## src/rtl/knn_pkg.sv

```systemverilog
// ----------------------------------------------------------------------------
// knn_pkg
// Shared types and constants of the k-nearest-neighbor distance selector.
// ----------------------------------------------------------------------------
`default_nettype none

package knn_pkg;

  // Field widths.
  localparam int unsigned COORD_BITS    = 16;
  localparam int unsigned POINT_ID_BITS = 17;
  localparam int unsigned DIST_BITS     = 34;
  localparam int unsigned RANK_BITS     = 4;
  localparam int unsigned COUNT_BITS    = 5;
  localparam int unsigned SQUARE_BITS   = 2 * COORD_BITS;

  // Depth of the neighbor list and distance held by empty slots after reset.
  localparam int unsigned MAX_NEIGHBORS = 16;
  localparam logic [DIST_BITS-1:0] CEILING_RESET = 34'd100000;

  // Queue between the distance front end and the insertion back end.
  localparam int unsigned QUEUE_DEPTH      = 4;
  localparam int unsigned QUEUE_PTR_BITS   = $clog2(QUEUE_DEPTH);
  localparam int unsigned QUEUE_LEVEL_BITS = $clog2(QUEUE_DEPTH + 1);

  // Register port.
  localparam int unsigned APB_ADDR_BITS = 6;
  localparam int unsigned APB_DATA_BITS = 64;

  // Register indexes, one per 64-bit slot.
  typedef enum logic [2:0] {
    REG_QUERY_X          = 3'd0,
    REG_QUERY_Y          = 3'd1,
    REG_QUERY_Z          = 3'd2,
    REG_NEIGHBOR_COUNT   = 3'd3,
    REG_DISTANCE_CEILING = 3'd4
  } knn_reg_e;

  // Back end sequencer states.
  typedef enum logic {
    ST_INSERT,
    ST_EMIT
  } knn_state_e;

  // Candidate word as it enters the block.
  typedef struct packed {
    logic signed [COORD_BITS-1:0] point_x;
    logic signed [COORD_BITS-1:0] point_y;
    logic signed [COORD_BITS-1:0] point_z;
    logic [POINT_ID_BITS-1:0]     point_id;
    logic                         last_candidate;
  } knn_point_t;

  // Ranked result word.
  typedef struct packed {
    logic [RANK_BITS-1:0]     rank;
    logic [POINT_ID_BITS-1:0] neighbor_id;
    logic [DIST_BITS-1:0]     squared_distance;
    logic                     last_result;
  } knn_result_t;

  // Scored candidate held in the queue.
  typedef struct packed {
    logic [DIST_BITS-1:0]     sq_dist;
    logic [POINT_ID_BITS-1:0] id;
    logic                     last;
  } knn_cand_t;

  // Register contents seen by the datapath.
  typedef struct packed {
    logic signed [COORD_BITS-1:0] query_x;
    logic signed [COORD_BITS-1:0] query_y;
    logic signed [COORD_BITS-1:0] query_z;
    logic [COUNT_BITS-1:0]        neighbor_count;
    logic [DIST_BITS-1:0]         distance_ceiling;
  } knn_cfg_t;

endpackage

`default_nettype wire

```

## src/rtl/knn_fifo.sv

```systemverilog
// ----------------------------------------------------------------------------
// knn_fifo
// Short queue of scored candidates between the front and back ends.
// ----------------------------------------------------------------------------
`default_nettype none

module knn_fifo (
  input  wire logic                                  clk_i,
  input  wire logic                                  rst_ni,
  input  wire logic                                  push_i,
  input  wire knn_pkg::knn_cand_t                    push_data_i,
  input  wire logic                                  pop_i,
  output knn_pkg::knn_cand_t                         head_o,
  output logic                                       empty_o,
  output logic [knn_pkg::QUEUE_LEVEL_BITS-1:0]       level_o
);

  localparam int unsigned PB = knn_pkg::QUEUE_PTR_BITS;
  localparam int unsigned LB = knn_pkg::QUEUE_LEVEL_BITS;

  knn_pkg::knn_cand_t slot_q [knn_pkg::QUEUE_DEPTH];
  logic [PB-1:0]      wr_ptr_q, rd_ptr_q;
  logic [LB-1:0]      level_q;

  // Pointers and fill level.
  always_ff @(posedge clk_i or negedge rst_ni) begin
    if (!rst_ni) begin
      wr_ptr_q <= '0;
      rd_ptr_q <= '0;
      level_q  <= '0;
    end else begin
      if (push_i) begin
        wr_ptr_q <= wr_ptr_q + PB'(1);
      end
      if (pop_i) begin
        rd_ptr_q <= rd_ptr_q + PB'(1);
      end
      level_q <= level_q + LB'(push_i) - LB'(pop_i);
    end
  end

  // Storage.
  always_ff @(posedge clk_i) begin
    if (push_i) begin
      slot_q[wr_ptr_q] <= push_data_i;
    end
  end

  assign head_o  = slot_q[rd_ptr_q];
  assign empty_o = (level_q == '0);
  assign level_o = level_q;

  // The front end reserves a slot for every word it accepts.
  a_no_overflow: assert property (@(posedge clk_i) disable iff (!rst_ni)
    (level_q == LB'(knn_pkg::QUEUE_DEPTH)) |-> !push_i)
    else $error("queue written while full");

  a_no_underflow: assert property (@(posedge clk_i) disable iff (!rst_ni)
    empty_o |-> !pop_i)
    else $error("queue read while empty");

endmodule

`default_nettype wire

```

## config.mk

```make
export PLATFORM = sky130hd
export DESIGN_NAME = knn_fifo
export DESIGN_NICKNAME = d
export VERILOG_FILES = /design/src/rtl/knn_pkg.sv /design/src/rtl/knn_fifo.sv
export SDC_FILE = /design/constraint.sdc
export NUM_CORES = 1
export LEC_CHECK = 0
export ABC_CLOCK_PERIOD_IN_PS = 5700
export BUFFER_PORTS_ARGS = -buffer_cell sky130_fd_sc_hd__buf_4
export CAP_MARGIN = 20
export CORE_MARGIN = 8
export CORE_UTILIZATION = 61
export DETAILED_ROUTE_END_ITERATION = 6
export GPL_ROUTABILITY_DRIVEN = 0
export PLACE_DENSITY_LB_ADDON = 0.1
export SETUP_SLACK_MARGIN = 0.5
export SLEW_MARGIN = 20
export SYNTH_ARGS = -nofsm -noshare
export SYNTH_HDL_FRONTEND = slang
export SYNTH_SLANG_ARGS = --single-unit
```

## constraint.sdc

```tcl
create_clock -name clk_i -period 5.7 [get_ports clk_i]
set_clock_uncertainty 0.1 [all_clocks]
set_input_delay 0.285 -clock clk_i [delete_from_list [all_inputs] [get_ports clk_i]]
set_output_delay 0.285 -clock clk_i [all_outputs]
set_load 0.05 [all_outputs]
```

==> results.py <==
metrics = {
    "die": {
        "core_mm2": 0.01267,
        "row_count": 41,
        "die_w_um": 130.2,
        "start_util": 0.6276,
        "die_area_mm2": 0.01695,
        "io_pins": 112,
        "fp.dieH_um": 130.2,
    },
    "drt": {
        "drt-met1-wl_um": 5567,
        "vias": 3697,
        "wl_per_cell_um": 20.67,
        "top_layer_used": "met4",
        "firstDrtPassIters": 4,
        "via_per_inst": 5.501,
        "wl_met3_um": 915,
        "drc": 0,
        "drt_wl_total_um": 13890,
        "drtIter0Drc": 267,
        "drtAntennaViolNets": 0,
        "dr_wl_met2_um": 7148,
    },
    "worst_setup_path": {
        "rr_startpoint": "wr_ptr_q[0]",
        "startpoint": "rd_ptr_q[0]",
        "required_ps": 5320,
        "crit_fanout": 32,
        "worstSetupEndpoint": "head_o[1]",
        "crit_arrival_ps": 2700,
        "start_kind": "flop",
        "r2r-end": "slot_q[2][9]",
        "r2r_slack_ps": 3360,
        "criticalPathCategory": "reg -> out",
        "r2r_cells": 4,
        "crit_path_end_kind": "output port",
    },
    "cells_and_area": {
        "n_fill_cell": 648,
        "diodes": 0,
        "drive_above_1_share": 0.3920,
        "multiInputGateArea_mm2": 0.001373,
        "final-seq-area_mm2": 0.006426,
        "layout.nets": 551,
        "syn2layout_area_growth_pct": 26.35,
    },
    "pwr": {
        "leakage_uw": 0.003539,
        "pwr-share-comb": 0.401,
        "power.share.clock": 0.209,
        "power_density_mw_per_mm2": 565.2,
        "p_int_uw": 3546,
        "power_switching_uw": 2133,
        "power_uw": 5679,
        "seqPwrFrac": 0.390,
        "peakVddDrop_uv": 544.5,
        "p_sw_frac": 0.3756,
    },
    "logic_synthesis": {
        "syn_avg_cell_area_um2": 26.07,
        "synth_cells": 305,
        "synth_warnings": 0,
        "netlist-cell-type-count": 16,
        "netlist_area_mm2": 0.007953,
        "yosysSeqAreaShare": 0.8074,
        "syn_nets": 368,
        "ys_ff_latch": 215,
    },
    "timing": {
        "rsz0062_at_grt": "false",
        "report.final.setup_viol": 0,
        "fin_crit_ps": 3081,
        "finalCritPeriodShare": 0.5406,
        "worstMarginPinSlew_ps": 854.5,
        "finalHoldViolCount": 0,
        "fmax_ghz": 0.3246,
        "setup_tns_ps": 0,
        "relSlewSlack": 0.4304,
        "slew_violations": 0,
    },
    "outcome": {
        "status": "completed",
    },
    "clock_tree": {
        "cts_tree": "built",
        "cts-htree-levels": 1,
        "path_clk_slew_ps": 60,
        "cts_buffer_depth": 3,
        "cts_num_sinks": 215,
        "clock_latency_ps": 480,
        "cts-root-buf": "clkbuf_16",
        "post_cts_buffers": 0,
        "cts-buffers-inserted": 21,
    },
    "flow_run": {
        "cap_viol_max_count": 0,
    },
    "global_route": {
        "overflow": 0,
        "antenna_found_initial": 0,
        "grt.total_usage": 0.1692,
        "grt_pass1_vias": 4102,
        "grt_max_degree": 40,
        "grt_pass1_wl_um": 21630,
    },
    "min_path": {
        "hp-class": "in -> async",
    },
    "placed_design": {
        "dp_hpwl_um": 8376,
        "numPortBuffers": 111,
    },
}
## synth_stat cells (all sizes together)
library cell	number	area, um^2
and2	4	25.02
buf	12	141.4
dfrtp	7	175.2
edfxtp	208	6246
fa	1	20.02
ha	6	75.07
inv	6	22.52
mux4	52	1186
nand2	2	7.510
nor3	1	5.000
o21ai	1	5.000
xnor2	3	26.28
xor2	2	17.52
## kinds of logic (layout without fill, tap and decap cells)
logic type	Yosys count	after routing	synth area share
xor gates and xnor gates	5	5	0.005508
buffers and inverters	18	213	0.02061
muxes	52	52	0.1492
DFF	215	215	0.8074
and+or+nand+nor	7	7	0.004719
adders and majority gates	7	7	0.01196
AOI/OAI and AO/OA	1	1	0.0006287
## flip-flops by register name (all words and copies together) (netlist names)
signal,cells
wr_ptr_q,2
slot_q,208
rd_ptr_q,2
level_o,3
## worst min path at each step
| stage | endpoint | depth (start not counted) |
|---|---|---|
| finish | wr_ptr_q[1] | 2 |
| global route | wr_ptr_q[0] | 2 |
| CTS | wr_ptr_q[1] | 2 |
| detailed placement | level_o[2] | 1 |
| global placement | level_o[2] | 1 |
| floorplan | level_o[0] | 0 |
## metal layers
metal	vias to the layer above	track usage
li1	1654	-
met1	1901	0.2149
met2	122	0.2965
met3	20	0.03142
met4	0	0.04167
met5	-	0
## placed cells by master, fill, tap and decap left out, types with 3 or more instances in the layout
cell type / instances
edfxtp_1: 208
buf_4: 117
dlygate4sd3_1: 55
mux4_2: 48
clkbuf_16: 21
inv_1: 6
ha_1: 6
clkinv_1: 6
dfrtp_1: 5
mux4_1: 4
and2_2: 4
clkinv_2: 4
clkbuf_1: 4
xnor2_1: 3
## timing repair
item	CTS	global route
gates resized for setup	0	0
hold buffers	55	0
hold endpoints to repair	218	0
endpoints found under the setup margin	0	0
## final cells by class
cell class | instances | area share
clock inverters | 10 | 0.004234
flip-flops and latches | 215 | 0.6395
multi-input cells | 72 | 0.1366
well taps | 172 | 0.02142
repair buffers | 172 | 0.1422
clock buffers | 25 | 0.05379
inverters | 6 | 0.002241
## worst max-delay path, cell delays in order, from the launching register on
cell     delay [ps]
dfrtp_4         720
buf_4           610
mux4_1          650
buf_4           210
## power by group through the flow
stage	Combinational, uW	Clock (uW)	Sequential [uW]
after detailed placement	2280	0	2250
final	2280	1190	2220
after floorplan	1760	0	2200
after global placement	2270	0	2230
after global routing	2390	1270	2250
after CTS	2320	1210	2220
## stage by stage
stage / worst slack [ps] / instances / utilization / hold WS [ps] / area, um^2
after floorplan: 3327 / 305 / - / -110.6 / 7953
after CTS: 2536 / 672 / 0.7930 / 38.07 / 10050
final: 2619 / 672 / 0.7930 / 44.67 / 10050
after detailed placement: 3044 / 582 / 0.7036 / 2.563 / 8915
after global placement: 3057 / 582 / 0.7036 / -1.443 / 8915
after global routing: 2448 / 672 / 0.7930 / 49.74 / 10050
Note: power is estimated with default switching activity, not from simulation.
