`src/rtl/knn_pkg.sv`:
```
// ----------------------------------------------------------------------------
// knn_pkg
// Shared types and constants of the k-nearest-neighbor distance selector.
// ----------------------------------------------------------------------------
`default_nettype none

package knn_pkg;

  // Field widths.
  localparam int unsigned COORD_BITS    = 16;
  localparam int unsigned POINT_ID_BITS = 17;
  localparam int unsigned DIST_BITS     = 34;
  localparam int unsigned RANK_BITS     = 4;
  localparam int unsigned COUNT_BITS    = 5;
  localparam int unsigned SQUARE_BITS   = 2 * COORD_BITS;

  // Depth of the neighbor list and distance held by empty slots after reset.
  localparam int unsigned MAX_NEIGHBORS = 16;
  localparam logic [DIST_BITS-1:0] CEILING_RESET = 34'd100000;

  // Queue between the distance front end and the insertion back end.
  localparam int unsigned QUEUE_DEPTH      = 4;
  localparam int unsigned QUEUE_PTR_BITS   = $clog2(QUEUE_DEPTH);
  localparam int unsigned QUEUE_LEVEL_BITS = $clog2(QUEUE_DEPTH + 1);

  // Register port.
  localparam int unsigned APB_ADDR_BITS = 6;
  localparam int unsigned APB_DATA_BITS = 64;

  // Register indexes, one per 64-bit slot.
  typedef enum logic [2:0] {
    REG_QUERY_X          = 3'd0,
    REG_QUERY_Y          = 3'd1,
    REG_QUERY_Z          = 3'd2,
    REG_NEIGHBOR_COUNT   = 3'd3,
    REG_DISTANCE_CEILING = 3'd4
  } knn_reg_e;

  // Back end sequencer states.
  typedef enum logic {
    ST_INSERT,
    ST_EMIT
  } knn_state_e;

  // Candidate word as it enters the block.
  typedef struct packed {
    logic signed [COORD_BITS-1:0] point_x;
    logic signed [COORD_BITS-1:0] point_y;
    logic signed [COORD_BITS-1:0] point_z;
    logic [POINT_ID_BITS-1:0]     point_id;
    logic                         last_candidate;
  } knn_point_t;

  // Ranked result word.
  typedef struct packed {
    logic [RANK_BITS-1:0]     rank;
    logic [POINT_ID_BITS-1:0] neighbor_id;
    logic [DIST_BITS-1:0]     squared_distance;
    logic                     last_result;
  } knn_result_t;

  // Scored candidate held in the queue.
  typedef struct packed {
    logic [DIST_BITS-1:0]     sq_dist;
    logic [POINT_ID_BITS-1:0] id;
    logic                     last;
  } knn_cand_t;

  // Register contents seen by the datapath.
  typedef struct packed {
    logic signed [COORD_BITS-1:0] query_x;
    logic signed [COORD_BITS-1:0] query_y;
    logic signed [COORD_BITS-1:0] query_z;
    logic [COUNT_BITS-1:0]        neighbor_count;
    logic [DIST_BITS-1:0]         distance_ceiling;
  } knn_cfg_t;

endpackage

`default_nettype wire

```
`src/rtl/knn_front.sv`:
```
// ----------------------------------------------------------------------------
// knn_front
// Accepts candidates and scores them with the squared distance to the query
// point in two pipeline stages; holds off input once queue and stages hold 4 words.
// ----------------------------------------------------------------------------
`default_nettype none

module knn_front (
  input  wire logic                                   clk_i,
  input  wire logic                                   rst_ni,
  input  wire logic                                   start,
  output logic                                        busy,
  input  wire knn_pkg::knn_point_t                    cand_i,
  input  wire knn_pkg::knn_cfg_t                      cfg_i,
  input  wire logic [knn_pkg::QUEUE_LEVEL_BITS-1:0]   level_i,
  output logic                                        push_o,
  output knn_pkg::knn_cand_t                          push_data_o
);

  localparam int unsigned CB = knn_pkg::COORD_BITS;
  localparam int unsigned SB = knn_pkg::SQUARE_BITS;
  localparam int unsigned DB = knn_pkg::DIST_BITS;
  localparam int unsigned LB = knn_pkg::QUEUE_LEVEL_BITS;

  logic                              accept;
  logic [LB-1:0]                     occupancy;
  logic [CB-1:0]                     mag_x, mag_y, mag_z;
  logic                              a_valid_q;
  logic [CB-1:0]                     a_mag_x_q, a_mag_y_q, a_mag_z_q;
  logic [knn_pkg::POINT_ID_BITS-1:0] a_id_q, b_id_q;
  logic                              a_last_q, b_last_q;
  logic                              b_valid_q;
  logic [SB-1:0]                     b_sq_x_q, b_sq_y_q, b_sq_z_q;

  // Magnitude of one coordinate difference; it always fits in CB bits.
  function automatic logic [CB-1:0] abs_diff(logic [CB-1:0] a, logic [CB-1:0] b);
    logic [CB:0] d;
    logic [CB:0] m;
    d = {a[CB-1], a} - {b[CB-1], b};
    m = d[CB] ? ((CB+1)'(0) - d) : d;
    return m[CB-1:0];
  endfunction

  // Every word in flight has a queue slot reserved for it.
  assign occupancy = level_i + LB'(a_valid_q) + LB'(b_valid_q);
  assign busy      = (occupancy >= LB'(knn_pkg::QUEUE_DEPTH));
  assign accept    = start && !busy;

  assign mag_x = abs_diff(cand_i.point_x, cfg_i.query_x);
  assign mag_y = abs_diff(cand_i.point_y, cfg_i.query_y);
  assign mag_z = abs_diff(cand_i.point_z, cfg_i.query_z);

  // Valid bits of both stages.
  always_ff @(posedge clk_i or negedge rst_ni) begin
    if (!rst_ni) begin
      a_valid_q <= 1'b0;
      b_valid_q <= 1'b0;
    end else begin
      a_valid_q <= accept;
      b_valid_q <= a_valid_q;
    end
  end

  // Stage A holds the magnitudes, stage B the squares.
  always_ff @(posedge clk_i) begin
    if (accept) begin
      a_mag_x_q <= mag_x;
      a_mag_y_q <= mag_y;
      a_mag_z_q <= mag_z;
      a_id_q    <= cand_i.point_id;
      a_last_q  <= cand_i.last_candidate;
    end
    if (a_valid_q) begin
      b_sq_x_q <= SB'(a_mag_x_q) * SB'(a_mag_x_q);
      b_sq_y_q <= SB'(a_mag_y_q) * SB'(a_mag_y_q);
      b_sq_z_q <= SB'(a_mag_z_q) * SB'(a_mag_z_q);
      b_id_q   <= a_id_q;
      b_last_q <= a_last_q;
    end
  end

  // The three squares sum to less than 2^34, so no saturation is needed.
  assign push_o              = b_valid_q;
  assign push_data_o.sq_dist = DB'(b_sq_x_q) + DB'(b_sq_y_q) + DB'(b_sq_z_q);
  assign push_data_o.id      = b_id_q;
  assign push_data_o.last    = b_last_q;

endmodule

`default_nettype wire

```
`config.mk`:
```
export PLATFORM = sky130hd
export DESIGN_NAME = knn_front
export DESIGN_NICKNAME = d
export VERILOG_FILES = /design/src/rtl/knn_pkg.sv /design/src/rtl/knn_front.sv
export SDC_FILE = /design/constraint.sdc
export NUM_CORES = 2
export LEC_CHECK = 0
export BUFFER_PORTS_ARGS = -buffer_cell sky130_fd_sc_hd__buf_2
export CAP_MARGIN = 10
export CORE_ASPECT_RATIO = 1.25
export CORE_MARGIN = 2
export CORE_UTILIZATION = 69
export CTS_CLUSTER_SIZE = 28
export DETAILED_ROUTE_END_ITERATION = 7
export HOLD_SLACK_MARGIN = 0.1
export PLACE_DENSITY = 0.87
export SLEW_MARGIN = 25
export SYNTH_ARGS = -nofsm -noshare
export SYNTH_HDL_FRONTEND = slang
export SYNTH_SLANG_ARGS = --single-unit
```
`constraint.sdc`:
```
create_clock -name clk_i -period 16.5 [get_ports clk_i]
set_clock_uncertainty 0.05 [all_clocks]
set_input_delay 2.475 -clock clk_i [delete_from_list [all_inputs] [get_ports clk_i]]
set_output_delay 2.475 -clock clk_i [all_outputs]
set_load 0.05 [all_outputs]
```
==> metrics <==
status complete, no violations; Worst Tran Pin Value 0.925 ns; H-tree Lvls 4; die extent in x 198 um; total negative slack 0 ns; worst r2r src a_mag_y_q[3]; Crit path required time 16.72 ns; Fin. Hold Viols 0; Main synth FF type edfxtp_1; drt total wl 70.0 mm; CTS tree built; RSZ-0062 raised after global routing false; Worst slew margin 0.379; Startpoint Class flop; WL/cell 17.1 um; drt via density 5.74; CP Launch Point a_mag_y_q[3]; post-CTS sizing 0; synth unique cells 84; mapped cell area 32400 um2; global-route wire length before repair 118 mm; CP top delay family adder cells; min cycle time layout 7.42 ns; initial DRC count 1480; fin nets 4571; total track usage 0.306; Antenna Violating Nets Remaining 0; cts bufs inserted 17; max-slew violation count 0; Worst EP arrival 7.64 ns; crit-path cells inv_1 -> nor2_1 -> fa_1 -> inv_1 -> fa_1 -> inv_1 -> fa_1 -> inv_1 -> fa_1 -> inv_1 -> fa_1 -> fa_1 -> ha_1 -> a21o_1 -> a21oi_1 -> nor2b_1 -> a311oi_1 -> o31ai_1 -> a31oi_1 -> o21ai_1 -> a221o_1 -> xnor2_1; Layout Area Growth over Synthesis 6.41%; Hold Path Class flop to flop; fmax 135 MHz; ratio of cells with drive above 1 in the final layout 0.0759; Worst-path clk slew 0.08 ns; PortBufs 173; Cells after Synth 3364; antenna violations before repair 1; placed wire-length estimate 57.4 mm; Crit Path Max Fanout 12; largest net degree at the start of global routing 63; DRC 0; Yosys warnings 0; Placeable Area 46200 um2; total grt overflow 0; fill count 3122; slowest CP cell a311oi_1; EDFF count, synth 177; Initial Util 0.701; IO Count 213; CP most frequent cell fa_1; total die area 48700 um2; Worst Path Buf+Inv 5; # diodes 0; Crit. End Element flop; kind of critical path flop to flop; RePlAce Congestion 0.938; via count 23.6k; Clock Sinks 179; max_cap viols 0; Seq/Total Area, Yosys 0.166; # hold bufs at CTS 0; syn avg cell area 9.63 um2; Clock Latency Late Sink 0.48 ns; CP max stage delay 0.65 ns; setup bufs post-CTS 0; number of global-route vias before repair 25.7k; period utilization 0.450; clk root buf clkbuf_16; Synth Register Bits 179; clk buf depth 2; Setup Viol. Count Final 0; drt pass-1 iters 5; HP Start a_id_q[7]; asr flop ratio synth 0.0112; height of the die 246 um; FP Rows 88
==> cell type report <==
class	instances	area (um2)	area share
clock inverters	15	231	0.00671
clock buffers	17	425	0.0123
flip-flops and latches	179	5370	0.156
multi-input cells	2296	23700	0.687
inverters	832	3120	0.0906
repair buffers	177	896	0.0260
well taps	585	732	0.0212
==> cell usage after synthesis (10+ instances only) <==
cell,n,area (um2)
inv_1,832,3120
fa_1,523,10500
ha_1,386,4830
nand2_1,281,1050
edfxtp_1,177,5320
nor2_1,148,556
xnor2_1,146,1280
a21oi_1,124,621
and2_1,108,676
o21ai_0,78,390
a21o_1,60,450
clkbuf_1,58,218
xor2_1,52,455
nand3_1,34,170
nor3_1,32,160
o21bai_1,31,233
nand2b_1,27,169
nor2b_1,26,163
and3_1,20,125
o21a_1,20,150
a31oi_1,18,113
or2_2,13,81.3
o21ai_1,12,60.1
nand4_1,11,68.8
a211oi_1,10,75.1
==> routing by layer <==
layer / up-vias / global-route usage / share of wire
met3: 258 / 0.0278 / 0.049
met4: 2 / 0.165 / 0.052
met1: 11632 / 0.352 / 0.37
li1: 10872 / - / -
met5: - / 0 / 0.00019
met2: 793 / 0.563 / 0.53
==> state kept, by name, summed over array words and instances, names as in the netlist <==
name       flops
a_valid_q      1
b_sq_x_q      31
a_mag_z_q     16
a_mag_y_q     16
b_id_q        17
push_o         1
b_last_q       1
a_id_q        17
b_sq_z_q      31
b_sq_y_q      31
a_mag_x_q     16
a_last_q       1
==> cell usage in the layout, fill, tap and decap left out, types with 8 or more instances in the layout <==
master and instances:
a31oi_1 18, nor2b_1 26, xnor2_1 146, o21bai_1 31, a21o_1 60, a211oi_1 10, buf_2 173, o31ai_1 9
inv_1 832, nand2b_1 27, nand3_1 34, xor2_1 52, o21a_1 20, nand2_1 281, clkbuf_16 17, fa_1 523
edfxtp_1 177, ha_1 386, o21ai_1 12, o21ai_0 78, or3_1 8, a21oi_1 124, nand4_1 11, and3_1 20
nor2_1 147, nor3_1 32, or2_2 13, and2_1 108
==> worst reg2reg max path, delay by kind of cell (launching register included) <==
kind	cells	cell delay (ns)
XOR/XNOR	1	0.30
flip-flops	1	0.63
adder cells (fa/ha/maj)	7	3.29
AO/OA/AOI/OAI	7	2.16
AND/OR/NAND/NOR	2	0.23
buffers and inverters	5	0.56
==> through the flow <==
step | utilization | hold WS (ns) | cells | setup WS, ns | cell area [um2]
detailed placement | 0.731 | 0.355 | 4069 | 9.21 | 33800
CTS | 0.746 | 0.365 | 4101 | 9.14 | 34500
finish | 0.746 | 0.363 | 4101 | 9.08 | 34500
global route | 0.746 | 0.371 | 4101 | 8.76 | 34500
floorplan | - | 0.350 | 3366 | 9.68 | 32400
global placement | 0.731 | 0.350 | 4069 | 9.34 | 33800
==> path summary, 6_finish.rpt <==
check	to	cells after the start	slack, ns
max	b_sq_y_q[29]	22	9.08
min	b_id_q[7]	0	0.36
max reg2reg	b_sq_y_q[29]	22	9.08
min reg2reg	b_id_q[7]	0	0.36
max in group asynchronous	a_valid_q	1	14.59
min in group asynchronous	a_valid_q	1	1.71
==> kinds of logic after synthesis <==
group,count (synthesis),synth area share
adder cells (fa/ha/maj),909,0.472
buffers and inverters,891,0.103
AND/OR/NAND/NOR,739,0.111
AO/OA/AOI/OAI,435,0.0900
XOR/XNOR,200,0.0545
flip-flops,179,0.166
multiplexers,10,0.00367
other,1,0.000116
Power is left out: the tool's default activity adds up to more than one toggle a clock period on the data nets, which glitch-free logic cannot reach.
