[src/rtl/knn_pkg.sv]
// ----------------------------------------------------------------------------
// knn_pkg
// Shared types and constants of the k-nearest-neighbor distance selector.
// ----------------------------------------------------------------------------
`default_nettype none

package knn_pkg;

  // Field widths.
  localparam int unsigned COORD_BITS    = 16;
  localparam int unsigned POINT_ID_BITS = 17;
  localparam int unsigned DIST_BITS     = 34;
  localparam int unsigned RANK_BITS     = 4;
  localparam int unsigned COUNT_BITS    = 5;
  localparam int unsigned SQUARE_BITS   = 2 * COORD_BITS;

  // Depth of the neighbor list and distance held by empty slots after reset.
  localparam int unsigned MAX_NEIGHBORS = 16;
  localparam logic [DIST_BITS-1:0] CEILING_RESET = 34'd100000;

  // Queue between the distance front end and the insertion back end.
  localparam int unsigned QUEUE_DEPTH      = 4;
  localparam int unsigned QUEUE_PTR_BITS   = $clog2(QUEUE_DEPTH);
  localparam int unsigned QUEUE_LEVEL_BITS = $clog2(QUEUE_DEPTH + 1);

  // Register port.
  localparam int unsigned APB_ADDR_BITS = 6;
  localparam int unsigned APB_DATA_BITS = 64;

  // Register indexes, one per 64-bit slot.
  typedef enum logic [2:0] {
    REG_QUERY_X          = 3'd0,
    REG_QUERY_Y          = 3'd1,
    REG_QUERY_Z          = 3'd2,
    REG_NEIGHBOR_COUNT   = 3'd3,
    REG_DISTANCE_CEILING = 3'd4
  } knn_reg_e;

  // Back end sequencer states.
  typedef enum logic {
    ST_INSERT,
    ST_EMIT
  } knn_state_e;

  // Candidate word as it enters the block.
  typedef struct packed {
    logic signed [COORD_BITS-1:0] point_x;
    logic signed [COORD_BITS-1:0] point_y;
    logic signed [COORD_BITS-1:0] point_z;
    logic [POINT_ID_BITS-1:0]     point_id;
    logic                         last_candidate;
  } knn_point_t;

  // Ranked result word.
  typedef struct packed {
    logic [RANK_BITS-1:0]     rank;
    logic [POINT_ID_BITS-1:0] neighbor_id;
    logic [DIST_BITS-1:0]     squared_distance;
    logic                     last_result;
  } knn_result_t;

  // Scored candidate held in the queue.
  typedef struct packed {
    logic [DIST_BITS-1:0]     sq_dist;
    logic [POINT_ID_BITS-1:0] id;
    logic                     last;
  } knn_cand_t;

  // Register contents seen by the datapath.
  typedef struct packed {
    logic signed [COORD_BITS-1:0] query_x;
    logic signed [COORD_BITS-1:0] query_y;
    logic signed [COORD_BITS-1:0] query_z;
    logic [COUNT_BITS-1:0]        neighbor_count;
    logic [DIST_BITS-1:0]         distance_ceiling;
  } knn_cfg_t;

endpackage

`default_nettype wire

[src/rtl/knn_regs.sv]
// ----------------------------------------------------------------------------
// knn_regs
// Register file behind the APB-style port: query point, K and ceiling.
// ----------------------------------------------------------------------------
`default_nettype none

module knn_regs (
  input  wire logic                               clk_i,
  input  wire logic                               rst_ni,
  input  wire logic                               psel,
  input  wire logic                               penable,
  input  wire logic                               pwrite,
  input  wire logic [knn_pkg::APB_ADDR_BITS-1:0]  paddr,
  input  wire logic [knn_pkg::APB_DATA_BITS-1:0]  pwdata,
  output logic      [knn_pkg::APB_DATA_BITS-1:0]  prdata,
  output logic                                    pready,
  output knn_pkg::knn_cfg_t                       cfg_o
);

  knn_pkg::knn_cfg_t cfg_q;
  knn_pkg::knn_reg_e reg_sel;
  logic              wr_en;

  assign pready  = 1'b1;
  assign wr_en   = psel && penable && pwrite;
  assign reg_sel = knn_pkg::knn_reg_e'(paddr[5:3]);

  // Register writes; unknown indexes are dropped.
  always_ff @(posedge clk_i or negedge rst_ni) begin
    if (!rst_ni) begin
      cfg_q.query_x          <= '0;
      cfg_q.query_y          <= '0;
      cfg_q.query_z          <= '0;
      cfg_q.neighbor_count   <= knn_pkg::COUNT_BITS'(1);
      cfg_q.distance_ceiling <= knn_pkg::CEILING_RESET;
    end else if (wr_en) begin
      case (reg_sel)
        knn_pkg::REG_QUERY_X: begin
          cfg_q.query_x <= pwdata[knn_pkg::COORD_BITS-1:0];
        end
        knn_pkg::REG_QUERY_Y: begin
          cfg_q.query_y <= pwdata[knn_pkg::COORD_BITS-1:0];
        end
        knn_pkg::REG_QUERY_Z: begin
          cfg_q.query_z <= pwdata[knn_pkg::COORD_BITS-1:0];
        end
        knn_pkg::REG_NEIGHBOR_COUNT: begin
          cfg_q.neighbor_count <= pwdata[knn_pkg::COUNT_BITS-1:0];
        end
        knn_pkg::REG_DISTANCE_CEILING: begin
          cfg_q.distance_ceiling <= pwdata[knn_pkg::DIST_BITS-1:0];
        end
        default: begin
        end
      endcase
    end
  end

  // Read back, zero extended.
  always_comb begin
    prdata = '0;
    case (reg_sel)
      knn_pkg::REG_QUERY_X: begin
        prdata = knn_pkg::APB_DATA_BITS'(unsigned'(cfg_q.query_x));
      end
      knn_pkg::REG_QUERY_Y: begin
        prdata = knn_pkg::APB_DATA_BITS'(unsigned'(cfg_q.query_y));
      end
      knn_pkg::REG_QUERY_Z: begin
        prdata = knn_pkg::APB_DATA_BITS'(unsigned'(cfg_q.query_z));
      end
      knn_pkg::REG_NEIGHBOR_COUNT: begin
        prdata = knn_pkg::APB_DATA_BITS'(cfg_q.neighbor_count);
      end
      knn_pkg::REG_DISTANCE_CEILING: begin
        prdata = knn_pkg::APB_DATA_BITS'(cfg_q.distance_ceiling);
      end
      default: begin
        prdata = '0;
      end
    endcase
  end

  assign cfg_o = cfg_q;

endmodule

`default_nettype wire

[config.mk]
export PLATFORM = sky130hd
export DESIGN_NAME = knn_regs
export DESIGN_NICKNAME = d
export VERILOG_FILES = /design/src/rtl/knn_pkg.sv /design/src/rtl/knn_regs.sv
export SDC_FILE = /design/constraint.sdc
export NUM_CORES = 1
export LEC_CHECK = 0
export BUFFER_PORTS_ARGS = -buffer_cell sky130_fd_sc_hd__buf_2
export CAP_MARGIN = 30
export CELL_PAD_IN_SITES_DETAIL_PLACEMENT = 1
export CELL_PAD_IN_SITES_GLOBAL_PLACEMENT = 2
export CORE_MARGIN = 10
export CORE_UTILIZATION = 27
export CTS_CLUSTER_SIZE = 14
export DETAILED_ROUTE_END_ITERATION = 10
export PLACE_DENSITY_LB_ADDON = 0.1
export SLEW_MARGIN = 0
export SYNTH_ARGS = -nofsm -noshare
export SYNTH_HDL_FRONTEND = slang
export SYNTH_SLANG_ARGS = --single-unit
[constraint.sdc]
create_clock -name clk_i -period 1.5 [get_ports clk_i]
set_input_delay 0.225 -clock clk_i [delete_from_list [all_inputs] [get_ports clk_i]]
set_output_delay 0.225 -clock clk_i [all_outputs]
set_load 0.01 [all_outputs]
==> results of run 1 <==
[power by group]
part	switching, W	leakage [nW]	internal, W
Clock	0.000913	0.136	0.00121
Combinational	0.000950	1.92	0.00111
Sequential	0.000367	1.10	0.00284
Total	0.00223	3.16	0.00515
[cell usage in the layout (no fill, tap or decap), drive strengths merged]
cell type	synthesis	routed
dfrtp	80	80
clkinv	0	2
and2	18	18
nor3b	3	3
nand2b	1	1
mux2	87	87
conb	2	31
nand4	1	1
mux2i	21	21
dfstp	7	7
o21ai	11	11
buf	42	216
nand4b	1	1
clkbuf	5	13
o22a	1	1
clkinvlp	0	1
nand2	2	2
or2	1	1
a21o	5	5
o22ai	5	5
dlygate4sd3	0	1
nor2	4	4
a22oi	10	10
[cells by family after synthesis]
group                  count (synthesis)  share of synthesized area, %
other                                  2                         0.180
multiplexers                         108                          28.6
buffers and inverters                 47                          7.99
AND/OR/NAND/NOR                       31                          5.74
flip-flops                            87                          52.5
AO/OA/AOI/OAI                         32                          4.99
[stage by stage]
stage	setup slack (ns)	setup TNS, ns
global placement	-0.102	-5.73
global route	-0.111	-1.01
CTS	-0.0772	-0.240
detailed placement	-0.131	-7.62
floorplan	-0.0623	-2.18
finish	-0.0543	-0.0564
[path summary, 6_finish.rpt]
check	slack (ns)	endpoint	cells past startpoint	startpoint
worst max-delay path	-0.05	prdata[0]	4	cfg_o[34]
worst min register to register	0.52	cfg_o[24]	1	cfg_o[24]
min in group asynchronous	0.45	cfg_o[27]	3	rst_ni
worst min-delay path	0.11	cfg_o[33]	2	pwdata[33]
worst max register to register	0.50	cfg_o[58]	3	cfg_o[58]
max in group asynchronous	0.53	cfg_o[7]	3	rst_ni
[critical path, cell delays in order, from the launching register on]
cell     delay (ns)
dfstp_2        0.53
mux2i_1        0.07
o22ai_1        0.15
a21o_1         0.13
buf_6          0.11
[layer usage]
metal  track usage, %  wire (microns)  share of wire (%)  vias to the layer above
li1                 -               -                  -                     1444
met3             3.25             923                6.6                       14
met5                0               0                  0                        -
met2             21.1            6570                 47                      123
met1             16.2            6310                 45                     1562
met4             5.05             247                1.8                        0
[timing repair]
| action | CTS | global route |
|---|---|---|
| pin swaps | 8 | 9 |
| resized for setup | 31 | 7 |
| buffers inserted | 13 | 8 |
| cloned | 2 | 0 |
| endpoints found under the setup margin | 34 | 29 |
| hold endpoints to repair | 43 | 0 |
| hold buffers | 1 | 0 |
[layout make-up]
| class | instances | area (sq um) |
|---|---|---|
| tap | 188 | 235 |
| clock buffer | 13 | 260 |
| multi-input combinational | 202 | 1920 |
| sequential | 87 | 2190 |
| clock inverter | 3 | 17.5 |
| fill | 1673 | 9100 |
| timing repair buffer | 217 | 1420 |
==> impl_metrics.env, run 1 <==
export IMPL_outcome="finished with violations"
export IMPL_violations="negative setup slack"
export IMPL_timing_hold_ws_ns=0.115
export IMPL_ys_types=25
export IMPL_fin_ws_ns=-0.0543
export IMPL_grt_setup_unrepaired="true"
export IMPL_ys_seq_elements=87
export IMPL_timing_final_crit_share_pct=104
export IMPL_finalHoldViolations=0
export IMPL_dp_hpwl_microns=10500
export IMPL_dieWidth_microns=144
export IMPL_critPathLaunchType="flop"
export IMPL_area_delta_synth_final_pct=45.1
export IMPL_die_y_microns=144
export IMPL_place_port_buffers=162
export IMPL_layout_min_cycle_time_ns=1.55
export IMPL_synthTopCellsByCount="mux2_2, dfrtp_1, buf_4, mux2i_1, and2_1"
export IMPL_cts_made_buffers=9
export IMPL_final_nets=592
export IMPL_postSynthCellCount=307
export IMPL_root_buffer="clkbuf_16"
export IMPL_p_leak_nw=3.16
export IMPL_dr_first_iter_drc_count=87
export IMPL_cp_max_fo=2
export IMPL_vias=3143
export IMPL_slew_headroom_pct=63.9
export IMPL_path_class="flop to output pin"
export IMPL_num_rows=45
export IMPL_clk_latency_ns=0.33
export IMPL_largest_reg_flops=87
export IMPL_ir_drop_uv=536
export IMPL_setup_viol=2
export IMPL_drt_first_pass_iters=2
export IMPL_synth_area_sq_um=4160
export IMPL_n_antenna_cell=0
export IMPL_cp_required_ns=1.27
export IMPL_routedWlPerCell_microns=19.8
export IMPL_power_density_nw_per_um2=1220
export IMPL_layout_cells_non_filler=710
export IMPL_avgViaCountPerCell=4.43
export IMPL_io_pins=227
export IMPL_yosysWarnings=0
export IMPL_hold_class="primary input to flop"
export IMPL_dp_cells=671
export IMPL_clkTransAtPathRegs_ns=0.06
export IMPL_grt_ovfl_total=0
export IMPL_syn_mean_instance_area_sq_um=13.6
export IMPL_post_dp_cell_area_sq_um=5450
export IMPL_slew_violations=0
export IMPL_grt_use_total_pct=13.0
export IMPL_tritoncts="done"
export IMPL_routed_wl_microns=14100
export IMPL_synth_edf_count=0
export IMPL_start_util_pct=27.5
export IMPL_synth_most_common_cell="mux2_2"
export IMPL_grt_start_max_net_pins=48
export IMPL_ys_flop_type="dfrtp_1"
export IMPL_max_freq_mhz=643
export IMPL_drv_cap=0
export IMPL_grt_pass1_wl_microns=20500
export IMPL_synth_top_cell_by_area="dfrtp_1"
export IMPL_remaining_drc_errors=0
export IMPL_design_area_sq_um=6040
export IMPL_coreArea_sq_um=15100
export IMPL_antenna_found_initial=0
export IMPL_dieArea_sq_um=20800
export IMPL_synth_top_cell_area_share_pct=48.1
export IMPL_grt_pass1_vias=3480
export IMPL_ant_nets=0
export IMPL_fin_skew_ns=0
export IMPL_cts_sinks=87
export IMPL_tightest_slew_ns=0.542
export IMPL_end_kind="output pin"
export IMPL_gp_congestion=0.737
export IMPL_drive_gt1_share_pct=65.5
export IMPL_utilization_pct=39.9
export IMPL_worstPathArrival_ns=1.33
export IMPL_async_flop_share_pct=100
export IMPL_synth_area_leaders="dfrtp_1, mux2_2, buf_4"
export IMPL_finalPower_w=0.00738
export IMPL_synth_yosys_seq_area_share_pct=52.5
export IMPL_cts_max_path_buffers=2
export IMPL_cts_max_level=3
No activity file was read; power rests on OpenSTA's default activity.
==> run 2, diff against run 1 <==
--- a/config.mk
+++ b/config.mk
@@ -8,11 +8,12 @@
 export BUFFER_PORTS_ARGS = -buffer_cell sky130_fd_sc_hd__buf_2
 export CAP_MARGIN = 30
 export CELL_PAD_IN_SITES_DETAIL_PLACEMENT = 1
-export CELL_PAD_IN_SITES_GLOBAL_PLACEMENT = 2
+export CELL_PAD_IN_SITES_GLOBAL_PLACEMENT = 1
 export CORE_MARGIN = 10
-export CORE_UTILIZATION = 27
+export CORE_UTILIZATION = 34
 export CTS_CLUSTER_SIZE = 14
 export DETAILED_ROUTE_END_ITERATION = 10
+export MAX_ROUTING_LAYER = met4
 export PLACE_DENSITY_LB_ADDON = 0.1
 export SLEW_MARGIN = 0
 export SYNTH_ARGS = -nofsm -noshare
==> impl_metrics.env, run 2 (synthesis gave the netlist of run 1 again) <==
export IMPL_outcome="finished with violations"
export IMPL_violations="negative setup slack"
export IMPL_clk_latency_ns=0.35
export IMPL_grt_ovfl_total=0
export IMPL_finalHoldViolations=0
export IMPL_mostFrequentLayoutCell="buf_2"
export IMPL_fillers=1296
export IMPL_hold_class="primary input to flop"
export IMPL_ir_drop_uv=783
export IMPL_drt_first_pass_iters=3
export IMPL_area_delta_synth_final_pct=45.4
export IMPL_max_freq_mhz=634
export IMPL_routedWlPerCell_microns=20.6
export IMPL_pwr_share_clk_pct=29.5
export IMPL_drv_cap=0
export IMPL_avgViaCountPerCell=4.75
export IMPL_clkTransAtPathRegs_ns=0.06
export IMPL_routed_wl_microns=13800
export IMPL_slew_violations=0
export IMPL_power_frac_seq_pct=42.3
export IMPL_coreArea_sq_um=12000
export IMPL_power_density_nw_per_um2=1250
export IMPL_p_comb_share_pct=28.3
export IMPL_largest_reg_flops=87
export IMPL_grt_start_max_net_pins=39
export IMPL_place_port_buffers=162
export IMPL_cts_made_buffers=9
export IMPL_setup_tns_ns=-0.120
export IMPL_cts_sinks=87
export IMPL_power_switching_w=0.00223
export IMPL_layout_common_cells="buf_2, dfrtp_1, mux2_2"
export IMPL_timing_final_crit_share_pct=105
export IMPL_dr_first_iter_drc_count=86
export IMPL_antenna_found_initial=2
export IMPL_cp_required_ns=1.27
export IMPL_drive_gt1_share_pct=66.0
export IMPL_path_class="flop to output pin"
export IMPL_gp_congestion=0.769
export IMPL_root_buffer="clkbuf_16"
export IMPL_dieArea_sq_um=17100
export IMPL_cts_max_level=3
export IMPL_setup_viol=3
export IMPL_critPathLaunchType="flop"
export IMPL_p_int_w=0.00531
export IMPL_io_pins=227
export IMPL_grt_use_total_pct=16.3
export IMPL_worstPathArrival_ns=1.35
export IMPL_vias=3196
export IMPL_end_kind="output pin"
export IMPL_die_y_microns=131
export IMPL_ant_nets=0
export IMPL_start_util_pct=34.7
export IMPL_fin_skew_ns=0
export IMPL_num_rows=40
export IMPL_layout_min_cycle_time_ns=1.58
export IMPL_fin_ws_ns=-0.0762
export IMPL_remaining_drc_errors=0
export IMPL_p_leak_nw=3.19
export IMPL_cp_max_fo=2
export IMPL_final_nets=594
export IMPL_dieWidth_microns=131
export IMPL_grt_pass1_wl_microns=20100
export IMPL_grt_pass1_vias=3486
export IMPL_dp_hpwl_microns=10300
export IMPL_grt_setup_unrepaired="true"
export IMPL_cts_max_path_buffers=2
export IMPL_p_sw_share_pct=29.6
export IMPL_tritoncts="done"
export IMPL_layout_cells_non_filler=673
export IMPL_dp_cells=629
## run 2: changes by cell type in the layout (fill, tap and decap cells not counted), moves of 2 or more
| cell | previous run | this run |
|---|---|---|
| and2_1 | 17 | 10 |
| and2_4 | 1 | 8 |
| a22oi_1 | 0 | 6 |
| a22oi_2 | 10 | 4 |
| buf_2 | 155 | 149 |
| o21ai_0 | 0 | 5 |
| o21ai_1 | 11 | 6 |
| buf_4 | 40 | 44 |
| buf_6 | 11 | 14 |
| diode_2 | 0 | 2 |
## run 2: through the flow
stage | util (%) | worst slack (ns) | hold slack [ns] | power (W) | area, sq um
2_1_floorplan | - | -0.0623 | -0.0706 | 0.00423 | 4410
3_3_place_gp | 45.0 | -0.172 | 0.190 | 0.00509 | 5400
3_5_place_dp | 45.0 | -0.209 | 0.194 | 0.00516 | 5400
4_1_cts | 49.5 | -0.115 | 0.0860 | 0.00762 | 5940
5_1_grt | 50.4 | -0.123 | 0.0919 | 0.00798 | 6050
6_report | 50.4 | -0.0762 | 0.105 | 0.00754 | 6050
## run 2: worst max-delay path: stages (launching register included)
cell and delay [ns]:
dfstp_2 0.53, mux2i_1 0.07, o22ai_1 0.17, a21o_1 0.13, buf_6 0.10
## run 2: area by class of cell
type	instances	area [sq um]	share of cell area, %
sequential	87	2190	36.1
multi-input combinational	202	1910	31.6
timing repair buffer	219	1470	24.3
clock buffer	12	246	4.07
tap	147	184	3.04
clock inverter	4	45.0	0.744
antenna	2	5.00	0.0827
## run 2: final timing paths
kind	from	end	slack, ns	cells after the start
worst max-delay path	cfg_o[34]	prdata[0]	-0.08	4
worst min-delay path	pwdata[20]	cfg_o[20]	0.10	2
worst max register to register	cfg_o[73]	cfg_o[73]	0.49	3
worst min register to register	cfg_o[50]	cfg_o[50]	0.53	1
max in group asynchronous	rst_ni	cfg_o[7]	0.51	3
min in group asynchronous	rst_ni	cfg_o[57]	0.34	2
## run 2: power groups by stage
stage          logic [W]  clock network (W)  registers [W]
2_1_floorplan   0.000836                  0        0.00340
3_3_place_gp     0.00188                  0        0.00321
3_5_place_dp     0.00192                  0        0.00324
4_1_cts          0.00212            0.00231        0.00319
5_1_grt          0.00231            0.00241        0.00326
6_report         0.00213            0.00222        0.00319
## run 2: timing repair
action | CTS | global route
gates cloned | 2 | 0
pin swaps | 4 | 3
gates resized for setup | 15 | 21
hold endpoints to repair | 25 | 0
setup endpoints to repair | 16 | 34
hold buffers | 1 | 0
setup buffers | 18 | 6
## run 2: routing by layer
layer / vias up / global-route usage (%) / wire length [microns]
met5: - / - / 0
met4: 0 / 5.23 / 176
met3: 16 / 6.04 / 1060
met2: 116 / 27.4 / 7050
met1: 1616 / 17.5 / 5540
li1: 1448 / - / -
